--- config.mk ---
export PLATFORM = sky130hd
export DESIGN_NAME = tagged_memory_budget_ledger_unit
export DESIGN_NICKNAME = d
export VERILOG_FILES = /design/src/hw/rtl/tmbl_pkg.sv /design/src/hw/rtl/tagged_memory_budget_ledger_unit.sv
export SDC_FILE = /design/constraint.sdc
export NUM_CORES = 2
export LEC_CHECK = 0
export BUFFER_PORTS_ARGS = -buffer_cell sky130_fd_sc_hd__buf_2
export CAP_MARGIN = 15
export CORE_AREA = 2 2 388 390
export DETAILED_ROUTE_END_ITERATION = 16
export DIE_AREA = 0 0 390 392
export PLACE_DENSITY = 0.63
export SETUP_SLACK_MARGIN = 0.3
export SLEW_MARGIN = 20
export SYNTH_ARGS = -nofsm -noshare
export SYNTH_HDL_FRONTEND = slang
export SYNTH_SLANG_ARGS = --single-unit
--- constraint.sdc ---
create_clock -name aclk -period 11.28 [get_ports aclk]
set_input_delay 1.128 -clock aclk [delete_from_list [all_inputs] [get_ports aclk]]
set_output_delay 1.128 -clock aclk [all_outputs]
set_load 0.01 [all_outputs]
--- src/hw/rtl/tmbl_pkg.sv ---
// Shared widths, action codes and register indexes for the memory budget ledger.
`default_nettype none

package tmbl_pkg;

    localparam int BYTES_W   = 40;
    localparam int TAG_IN_W  = 4;
    localparam int ACTION_W  = 3;
    localparam int REG_W     = 48;
    localparam int OUT_W     = 48;
    localparam int DEG_W     = 32;
    localparam int MASK_W    = 9;
    localparam int CFG_IDX_W = 2;

    localparam logic [MASK_W-1:0] MASK_RESET = 9'd135;

    localparam int S_TDATA_W = 48;
    localparam int M_TDATA_W = 4 * OUT_W + DEG_W;

    typedef logic [ACTION_W-1:0] action_t;

    localparam action_t ACT_TRY_CHARGE   = 3'd0;
    localparam action_t ACT_CHARGE       = 3'd1;
    localparam action_t ACT_CREDIT       = 3'd2;
    localparam action_t ACT_NOTE_DEGRADE = 3'd3;
    localparam action_t ACT_CLEAR_MINTED = 3'd4;
    localparam action_t ACT_CLEAR_ALL    = 3'd5;

    typedef logic [CFG_IDX_W-1:0] cfg_index_t;

    localparam cfg_index_t REG_BUDGET_BYTES   = 2'd0;
    localparam cfg_index_t REG_BUDGET_ENABLED = 2'd1;
    localparam cfg_index_t REG_GATED_TAG_MASK = 2'd2;

endpackage

`default_nettype wire

--- src/hw/rtl/tagged_memory_budget_ledger_unit.sv ---
// Top level of the memory budget ledger: counters, budget check and output buffer.
// A result is registered in the output buffer when its transaction is accepted.
// Throughput: one transaction per cycle while s_tready is high; the counter update is
// a single add or subtract with a compare done in the accepting cycle.
// A two-entry output buffer keeps s_tready high while one result waits on m_tready.
// Reset (aresetn low, synchronous) clears all counters, the output buffer and sets
// the configuration registers to their reset values (gate mask covers tags 0, 1, 2, 7).
`default_nettype none

module tagged_memory_budget_ledger_unit #(
    parameter int TAG_COUNT   = 9,
    parameter int COUNT_WIDTH = 48
) (
    input  wire logic                            aclk,
    input  wire logic                            aresetn,

    input  wire logic                            cfg_wr_en,
    input  wire logic [tmbl_pkg::CFG_IDX_W-1:0]  cfg_index,
    input  wire logic [tmbl_pkg::REG_W-1:0]      cfg_wdata,

    input  wire logic                            s_tvalid,
    output logic                                 s_tready,
    // Fields from bit 0: bytes[39:0], tag[43:40], zero fill.
    input  wire logic [tmbl_pkg::S_TDATA_W-1:0]  s_tdata,
    // Fields from bit 0: action[2:0].
    input  wire logic [tmbl_pkg::ACTION_W-1:0]   s_tuser,

    output logic                                 m_tvalid,
    input  wire logic                            m_tready,
    // Fields from bit 0: live_total[47:0], gated_live[95:48], tag_live[143:96],
    // minted_since_sample[191:144], degrade_count[223:192].
    output logic [tmbl_pkg::M_TDATA_W-1:0]       m_tdata,
    // Fields from bit 0: granted[0].
    output logic                                 m_tuser
);

    localparam int TAG_W = (TAG_COUNT > 1) ? $clog2(TAG_COUNT) : 1;
    localparam int SUM_W = ((COUNT_WIDTH > tmbl_pkg::BYTES_W) ? COUNT_WIDTH
                                                             : tmbl_pkg::BYTES_W) + 1;
    localparam int CMP_W = ((COUNT_WIDTH > tmbl_pkg::REG_W) ? COUNT_WIDTH
                                                           : tmbl_pkg::REG_W) + 1;
    localparam logic [COUNT_WIDTH-1:0] CNT_MAX = {COUNT_WIDTH{1'b1}};
    localparam logic [tmbl_pkg::DEG_W-1:0] DEG_MAX = {tmbl_pkg::DEG_W{1'b1}};

    typedef logic [COUNT_WIDTH-1:0] count_t;

    // Configuration registers.
    logic [tmbl_pkg::REG_W-1:0]  budget_bytes_reg;
    logic                        budget_enabled_reg;
    logic [tmbl_pkg::MASK_W-1:0] gated_tag_mask_reg;

    // Ledger counters.
    count_t                      total_live_reg, total_live_next;
    count_t                      gated_total_reg, gated_total_next;
    count_t                      per_tag_live_reg [TAG_COUNT];
    count_t                      tag_live_next;
    count_t                      minted_bytes_reg, minted_bytes_next;
    logic [tmbl_pkg::DEG_W-1:0]  degrade_events_reg, degrade_events_next;

    // Output buffer: a main register and a skid register.
    logic                            m_tvalid_reg;
    logic [tmbl_pkg::M_TDATA_W-1:0]  m_tdata_reg;
    logic                            m_tuser_reg;
    logic                            skid_valid_reg;
    logic [tmbl_pkg::M_TDATA_W-1:0]  skid_tdata_reg;
    logic                            skid_tuser_reg;

    tmbl_pkg::action_t               action;
    logic [tmbl_pkg::BYTES_W-1:0]    bytes;
    logic [tmbl_pkg::TAG_IN_W-1:0]   tag_in;
    logic [tmbl_pkg::TAG_IN_W-1:0]   tag_map;
    logic [TAG_W-1:0]                tag_idx;
    logic [15:0]                     mask_wide;
    logic                            gated;
    logic                            over_budget;
    logic                            granted;
    logic                            clear_all;
    logic                            s_accept;
    logic [tmbl_pkg::M_TDATA_W-1:0]  res_tdata;

    function automatic count_t sat_add(input count_t a,
                                       input logic [tmbl_pkg::BYTES_W-1:0] b);
        logic [SUM_W-1:0] s;
        s = SUM_W'(a) + SUM_W'(b);
        if (s > SUM_W'(CNT_MAX)) begin
            return CNT_MAX;
        end
        return COUNT_WIDTH'(s);
    endfunction

    function automatic count_t clamp_sub(input count_t a,
                                         input logic [tmbl_pkg::BYTES_W-1:0] b);
        logic [SUM_W-1:0] wa;
        logic [SUM_W-1:0] wb;
        wa = SUM_W'(a);
        wb = SUM_W'(b);
        if (wa > wb) begin
            return COUNT_WIDTH'(wa - wb);
        end
        return '0;
    endfunction

    assign action = s_tuser;
    assign bytes  = s_tdata[tmbl_pkg::BYTES_W-1:0];
    assign tag_in = s_tdata[tmbl_pkg::BYTES_W +: tmbl_pkg::TAG_IN_W];

    assign s_tready = !skid_valid_reg;
    assign s_accept = s_tvalid && s_tready;

    // Tags past the last category fold onto the last one; tags without a mask
    // bit are never gated.
    assign tag_map   = ({1'b0, tag_in} >= 5'(TAG_COUNT)) ? 4'(TAG_COUNT - 1) : tag_in;
    assign tag_idx   = tag_map[TAG_W-1:0];
    assign mask_wide = 16'(gated_tag_mask_reg);
    assign gated     = mask_wide[tag_map];

    assign over_budget = (CMP_W'(gated_total_reg) + CMP_W'(bytes)) > CMP_W'(budget_bytes_reg);

    always_comb begin
        total_live_next     = total_live_reg;
        gated_total_next    = gated_total_reg;
        tag_live_next       = per_tag_live_reg[tag_idx];
        minted_bytes_next   = minted_bytes_reg;
        degrade_events_next = degrade_events_reg;
        granted             = 1'b1;
        clear_all           = 1'b0;
        case (action) inside
            tmbl_pkg::ACT_TRY_CHARGE, tmbl_pkg::ACT_CHARGE: begin
                if (bytes != '0) begin
                    if (action == tmbl_pkg::ACT_TRY_CHARGE && gated && budget_enabled_reg
                        && over_budget) begin
                        granted = 1'b0;
                    end else begin
                        total_live_next   = sat_add(total_live_reg, bytes);
                        tag_live_next     = sat_add(per_tag_live_reg[tag_idx], bytes);
                        minted_bytes_next = sat_add(minted_bytes_reg, bytes);
                        if (gated) begin
                            gated_total_next = sat_add(gated_total_reg, bytes);
                        end
                    end
                end
            end
            tmbl_pkg::ACT_CREDIT: begin
                if (bytes != '0) begin
                    total_live_next = clamp_sub(total_live_reg, bytes);
                    tag_live_next   = clamp_sub(per_tag_live_reg[tag_idx], bytes);
                    if (gated) begin
                        gated_total_next = clamp_sub(gated_total_reg, bytes);
                    end
                end
            end
            tmbl_pkg::ACT_NOTE_DEGRADE: begin
                if (degrade_events_reg != DEG_MAX) begin
                    degrade_events_next = degrade_events_reg + 1'b1;
                end
            end
            tmbl_pkg::ACT_CLEAR_MINTED: begin
                minted_bytes_next = '0;
            end
            tmbl_pkg::ACT_CLEAR_ALL: begin
                clear_all           = 1'b1;
                total_live_next     = '0;
                gated_total_next    = '0;
                tag_live_next       = '0;
                minted_bytes_next   = '0;
                degrade_events_next = '0;
            end
            default: begin
            end
        endcase
    end

    assign res_tdata = {degrade_events_next,
                        tmbl_pkg::OUT_W'(minted_bytes_next),
                        tmbl_pkg::OUT_W'(tag_live_next),
                        tmbl_pkg::OUT_W'(gated_total_next),
                        tmbl_pkg::OUT_W'(total_live_next)};

    always_ff @(posedge aclk) begin
        if (!aresetn) begin
            budget_bytes_reg   <= '0;
            budget_enabled_reg <= 1'b0;
            gated_tag_mask_reg <= tmbl_pkg::MASK_RESET;
        end else if (cfg_wr_en) begin
            unique case (cfg_index)
                tmbl_pkg::REG_BUDGET_BYTES:   budget_bytes_reg   <= cfg_wdata;
                tmbl_pkg::REG_BUDGET_ENABLED: budget_enabled_reg <= cfg_wdata[0];
                tmbl_pkg::REG_GATED_TAG_MASK: begin
                    gated_tag_mask_reg <= cfg_wdata[tmbl_pkg::MASK_W-1:0];
                end
                default: begin
                end
            endcase
        end
    end

    always_ff @(posedge aclk) begin
        if (!aresetn) begin
            total_live_reg     <= '0;
            gated_total_reg    <= '0;
            minted_bytes_reg   <= '0;
            degrade_events_reg <= '0;
            for (int i = 0; i < TAG_COUNT; i++) begin
                per_tag_live_reg[i] <= '0;
            end
        end else if (s_accept) begin
            total_live_reg     <= total_live_next;
            gated_total_reg    <= gated_total_next;
            minted_bytes_reg   <= minted_bytes_next;
            degrade_events_reg <= degrade_events_next;
            if (clear_all) begin
                for (int i = 0; i < TAG_COUNT; i++) begin
                    per_tag_live_reg[i] <= '0;
                end
            end else begin
                per_tag_live_reg[tag_idx] <= tag_live_next;
            end
        end
    end

    // A new result goes to the main register when it is free or drains this
    // cycle, otherwise it parks in the skid register.
    always_ff @(posedge aclk) begin
        if (!aresetn) begin
            m_tvalid_reg   <= 1'b0;
            skid_valid_reg <= 1'b0;
        end else begin
            if (!m_tvalid_reg || m_tready) begin
                if (skid_valid_reg) begin
                    m_tvalid_reg   <= 1'b1;
                    m_tdata_reg    <= skid_tdata_reg;
                    m_tuser_reg    <= skid_tuser_reg;
                    skid_valid_reg <= 1'b0;
                end else if (s_accept) begin
                    m_tvalid_reg <= 1'b1;
                    m_tdata_reg  <= res_tdata;
                    m_tuser_reg  <= granted;
                end else begin
                    m_tvalid_reg <= 1'b0;
                end
            end else if (s_accept) begin
                skid_valid_reg <= 1'b1;
                skid_tdata_reg <= res_tdata;
                skid_tuser_reg <= granted;
            end
        end
    end

    assign m_tvalid = m_tvalid_reg;
    assign m_tdata  = m_tdata_reg;
    assign m_tuser  = m_tuser_reg;

    // The skid register only fills behind a waiting result.
    assert property (@(posedge aclk) disable iff (!aresetn)
        skid_valid_reg |-> m_tvalid_reg)
        else $error("skid register holds a result while the output is empty");

    // An accepted clear_all leaves the total, gated, minted and degrade counters at zero.
    assert property (@(posedge aclk) disable iff (!aresetn)
        s_accept && action == tmbl_pkg::ACT_CLEAR_ALL |=>
            total_live_reg == '0 && gated_total_reg == '0 &&
            minted_bytes_reg == '0 && degrade_events_reg == '0)
        else $error("clear_all left a counter nonzero");

    // A refused try_charge must not move the live total.
    assert property (@(posedge aclk) disable iff (!aresetn)
        s_accept && !granted |=> $stable(total_live_reg))
        else $error("refused charge changed the live total");

endmodule

`default_nettype wire

=== Yosys cells after proc, flatten, opt, wreduce, memory -nomap -nowiden ===
Memory sizes are Yosys's and may differ from the RTL's.
Index checks and enable logic that the tools add are counted.

* Register bits after elaboration: 686
* Bits in writable memories: 432
* Bits of input ports: 106
* Output and inout port bits: 227
* Logic and storage cells: 191
* Memories: 1

{| class="wikitable"
|+ Memory list
! memory !! depth !! bits a word !! rd ports !! clocked after memory_dff !! write ports !! RTL line !! text
|-
| per_tag_live_reg || 9 || 48 || 1 || 0 || 9 || tagged_memory_budget_ledger_unit.sv:55 || <nowiki>count_t per_tag_live_reg [TAG_COUNT];</nowiki>
|}

* Add/sub/neg operators: 8
* Order comparisons: 10
* Eq/ne operators: 8
* Multiplexer cells: 121
* Bitwise logic cells: 11
* Reductions and logical operators: 19

{| class="wikitable"
|+ Operators by type and width
! kind !! count
|-
| $mux 48 || 57
|-
| $mux 224 || 2
|-
| $add 48x40->49 || 4
|-
| $gt 49x48->1 const B || 4
|-
| $mux 32 || 6
|-
| $gt 48x40->1 || 3
|-
| $sub 48x40->48 || 3
|-
| $mux 1 || 53
|-
| $gt 49x48->1 || 1
|-
| $reduce_or 48->1 || 1
|-
| $reduce_bool 40->1 || 1
|-
| $add 32x1->32 const B || 1
|-
| $ne 32x32->1 const B || 1
|-
| $or 1x1->1 || 9
|-
| $mux 4 || 2
|-
| $eq 3x2->1 const B || 2
|-
| $eq 3x3->1 const B || 2
|-
| $reduce_and 2->1 || 3
|-
| $reduce_and 3->1 || 2
|-
| $lt 4x5->1 const B || 1
|-
| $bmux 1 s4 || 1
|-
| $ge 4x4->1 const B || 1
|-
| $logic_and 1x1->1 || 4
|-
| $reduce_or 2->1 || 2
|-
| 9 further kinds || 11
|}

=== Logic depth before layout (Yosys ltp) ===
* Word-level depth: 17
* Depth in mapped cells: 28
* Depth with buffers taken out: 24

=== Worst setup path before layout ===
OpenSTA, ideal clock, no wires.

* Kind: in2reg
* Start: input aresetn
* End: register m_tdata_reg, in the netlist m_tdata[0], enable pin
* Setup time: 0.838 ns
* Arrival: 11.368 ns
* Path slack: -0.925 ns
* Stages on the path: 3
* Path through: clkbuf_1 o21ai_0 nor2b_1

* Longest elaborated chain between the ends: 1

{| class="wikitable"
|+ RTL lines
! what !! RTL line !! text
|-
| from (decl) || tagged_memory_budget_ledger_unit.sv:15 || <nowiki>input wire logic aresetn,</nowiki>
|-
| $reduce_and 3->1 (no source line) || -- ||
|-
| to (signal assigned) || tagged_memory_budget_ledger_unit.sv:231 || <nowiki>m_tdata_reg <= skid_tdata_reg;</nowiki>
|-
| to (signal assigned) || tagged_memory_budget_ledger_unit.sv:236 || <nowiki>m_tdata_reg <= res_tdata;</nowiki>
|-
| to (decl) || tagged_memory_budget_ledger_unit.sv:62 || <nowiki>logic [tmbl_pkg::M_TDATA_W-1:0] m_tdata_reg;</nowiki>
|}

Every way passes these cells.
A chain may end at the register's enable or synchronous reset.

==> flow_summary.json <==
{
  "netlist_top_cells_area": "edfxtp_1, dfxtp_1, ha_1",
  "drv_slew": 0,
  "grtUsageTotal_pct": 32.57,
  "critPathArrivalTime_ns": 9.98,
  "hold_class": "reg -> reg",
  "cts.path.max_buffers": 3,
  "worst_setup_path_start_kind": "input pin",
  "dr.pass1.iters": 6,
  "cts_setup_buffers": 0,
  "ant_nets": 0,
  "syn_area_mm2": 0.06651,
  "synthArstFlopShare_pct": 0,
  "clkLatencyLatePin_ns": 0.80,
  "vias": 57930,
  "grt_pass1_wl_mm": 370.2,
  "path_max_fanout": 12,
  "floorplan.initialDensity_pct": 44.67,
  "cts_tree": "built",
  "grt_max_degree": 138,
  "core_mm2": 0.1489,
  "wl_mm": 256.4,
  "path_class": "in -> reg",
  "grt_pass1_vias": 54780,
  "final_cell_mix": "nor2_1, edfxtp_1, a21oi_1, nand2_1, o21ai_0",
  "grt_antenna_before_repair": 4,
  "netlist.area_leader.share_pct": 39.82,
  "h-tree-depth": 3,
  "viasPerCell": 6.225,
  "path_cells": "buf_2 -> inv_1 -> ha_1 -> nor4_1 -> nand3_1 -> a31oi_2 -> nor2_1 -> o21ai_0 -> a21boi_0 -> xnor2_1 -> ha_1 -> and4_1 -> a2111oi_0 -> o2111ai_1 -> nand4b_1 -> o211ai_1 -> nand2b_1 -> nand2b_1 -> nor2_2 -> a21oi_1 -> a21oi_1 -> buf_4 -> nor2_1",
  "num_io_pins": 333,
  "layout-drive-gt1-share_pct": 13.97,
  "hold_viol": 0,
  "max_freq_ghz": 0.1057,
  "setup_viol_count_final": 0,
  "wl_per_cell_um": 27.55,
  "post-place-ws_ns": 1.509,
  "syn_inst": 7087,
  "status": "complete, no violations",
  "ir_drop_v": 0.0001370,
  "ys_types": 113,
  "ys_ff_latch": 1118,
  "synth-edff-count": 882,
  "synth-main-ff-cell": "edfxtp_1",
  "die_w_um": 390,
  "final_nets": 7697,
  "hpwl_mm": 178.7,
  "syn-num-nets": 7530,
  "min_period_ns": 9.465,
  "cts_resized": 0,
  "worstSetupEndpointType": "flop",
  "synth_warnings": 0,
  "fillCellCount": 13750,
  "power_density_mw_per_mm2": 152.0,
  "worst_pin_slew_ns": 1.263,
  "root_buffer": "clkbuf_16",
  "final_common_cell": "nor2_1",
  "rsz0062_at_grt": "no",
  "max_stage_delay_ns": 0.86,
  "drc": 0,
  "synth.avg_cell_area_um2": 9.385,
  "cpMaxStageDelayCell": "nor2_2",
  "utilization_pct": 50.14,
  "worst_slack_ns": 1.815,
  "p_leak_uw": 0.02907,
  "area_growth_pct": 12.24,
  "cts_inserted_buffers": 118,
  "drtIter0Drc": 6136,
  "overflow": 0,
  "finalSetupTns_ns": 0,
  "rows": 142,
  "critPathRequiredTime_ns": 11.80,
  "fp.dieArea_mm2": 0.1529,
  "synth_top_area_cell": "edfxtp_1",
  "cts.clk_slew.worst_paths_ns": 0.06,
  "die_h_um": 392,
  "drv_cap": 0,
  "skew_ns": 0.08055,
  "slew_headroom_pct": 15.16,
  "yosysSeqAreaShare_pct": 46.92,
  "numPortBuffers": 328,
  "gp_congestion": 1.028,
  "cts.hold.buffers_added": 0,
  "cts.sinks": 1118,
  "period_share_pct": 83.91,
  "largest_register_ffs": 432
}
==> final timing paths <==
| path | cells past startpoint | start | slack, ns | to |
|---|---|---|---|---|
| max | 23 | s_tdata[19] | 1.81 | per_tag_live_reg[8][37]$_SDFFCE_PN0P_ |
| min | 2 | budget_bytes_reg[11]$_SDFFE_PN0P_ | 0.46 | budget_bytes_reg[11]$_SDFFE_PN0P_ |
| max reg2reg | 23 | gated_total_reg[27]$_SDFFE_PN0P_ | 2.44 | per_tag_live_reg[8][37]$_SDFFCE_PN0P_ |
| min reg2reg | 2 | budget_bytes_reg[11]$_SDFFE_PN0P_ | 0.46 | budget_bytes_reg[11]$_SDFFE_PN0P_ |
==> layer usage <==
| metal | vias up | GRT usage (%) | routed length [µm] |
|---|---|---|---|
| met3 | 611 | 5.259 | 22170 |
| met1 | 28290 | 42.28 | 102800 |
| met5 | - | 0 | 27 |
| li1 | 26260 | - | - |
| met4 | 4 | 19.29 | 16710 |
| met2 | 2768 | 51.37 | 114600 |
==> cells by family after synthesis <==
kind of cell | share of synthesized area, %
XOR/XNOR | 2.963
buffers and inverters | 4.773
AO/OA/AOI/OAI | 19.88
flip-flops | 46.92
adder cells (fa/ha/maj) | 6.419
multiplexers | 2.867
AND/OR/NAND/NOR | 16.18
==> area by class of cell <==
type / instances / area [µm²] / share of cell area (%)
sequential: 1118 / 31210 / 41.81
timing repair buffer: 513 / 3163 / 4.237
clock inverter: 86 / 933.4 / 1.250
antenna: 3 / 7.507 / 0.01006
inverter: 338 / 1279 / 1.713
multi-input combinational: 5165 / 32500 / 43.54
tap: 1944 / 2432 / 3.258
clock buffer: 139 / 3123 / 4.183
==> cells in the mapped netlist (60+ instances only) <==
cell type and number:
a21o_1 89, a21oi_1 577, buf_2 80, clkbuf_1 349, dfxtp_1 236, edfxtp_1 882, ha_1 330, inv_1 307
mux2_2 122, nand2_1 581, nand2b_1 68, nand3_1 148, nor2_1 999, nor2b_1 60, nor3_1 183, o21ai_0 418
o22ai_1 188, o31ai_1 79, xnor2_1 185
==> worst max-delay path, delay by kind of cell <==
kind	cells	cell delay (ns)
xor+xnor	1	0.49
simple gates	9	3.17
compound gates	8	3.09
buf+inv	3	1.15
fa+ha+maj	2	0.91
==> metrics by stage <==
step / total power [µW] / cells / hold slack [ns] / area (µm²)
after global routing: 11750 / 9303 / 0.4659 / 74650
final: 11350 / 9306 / 0.4556 / 74650
after detailed placement: 7292 / 9077 / 0.4465 / 70560
after global placement: 7269 / 9074 / 0.4401 / 70490
after CTS: 11340 / 9302 / 0.4550 / 74610
after floorplan: 6406 / 7087 / 0.4331 / 66520
==> where the power goes <==
part / internal (µW) / switching, µW
logic: 807 / 1700
registers: 4680 / 99.3
clock network: 2300 / 1770
(Power assumes the default switching activity.)
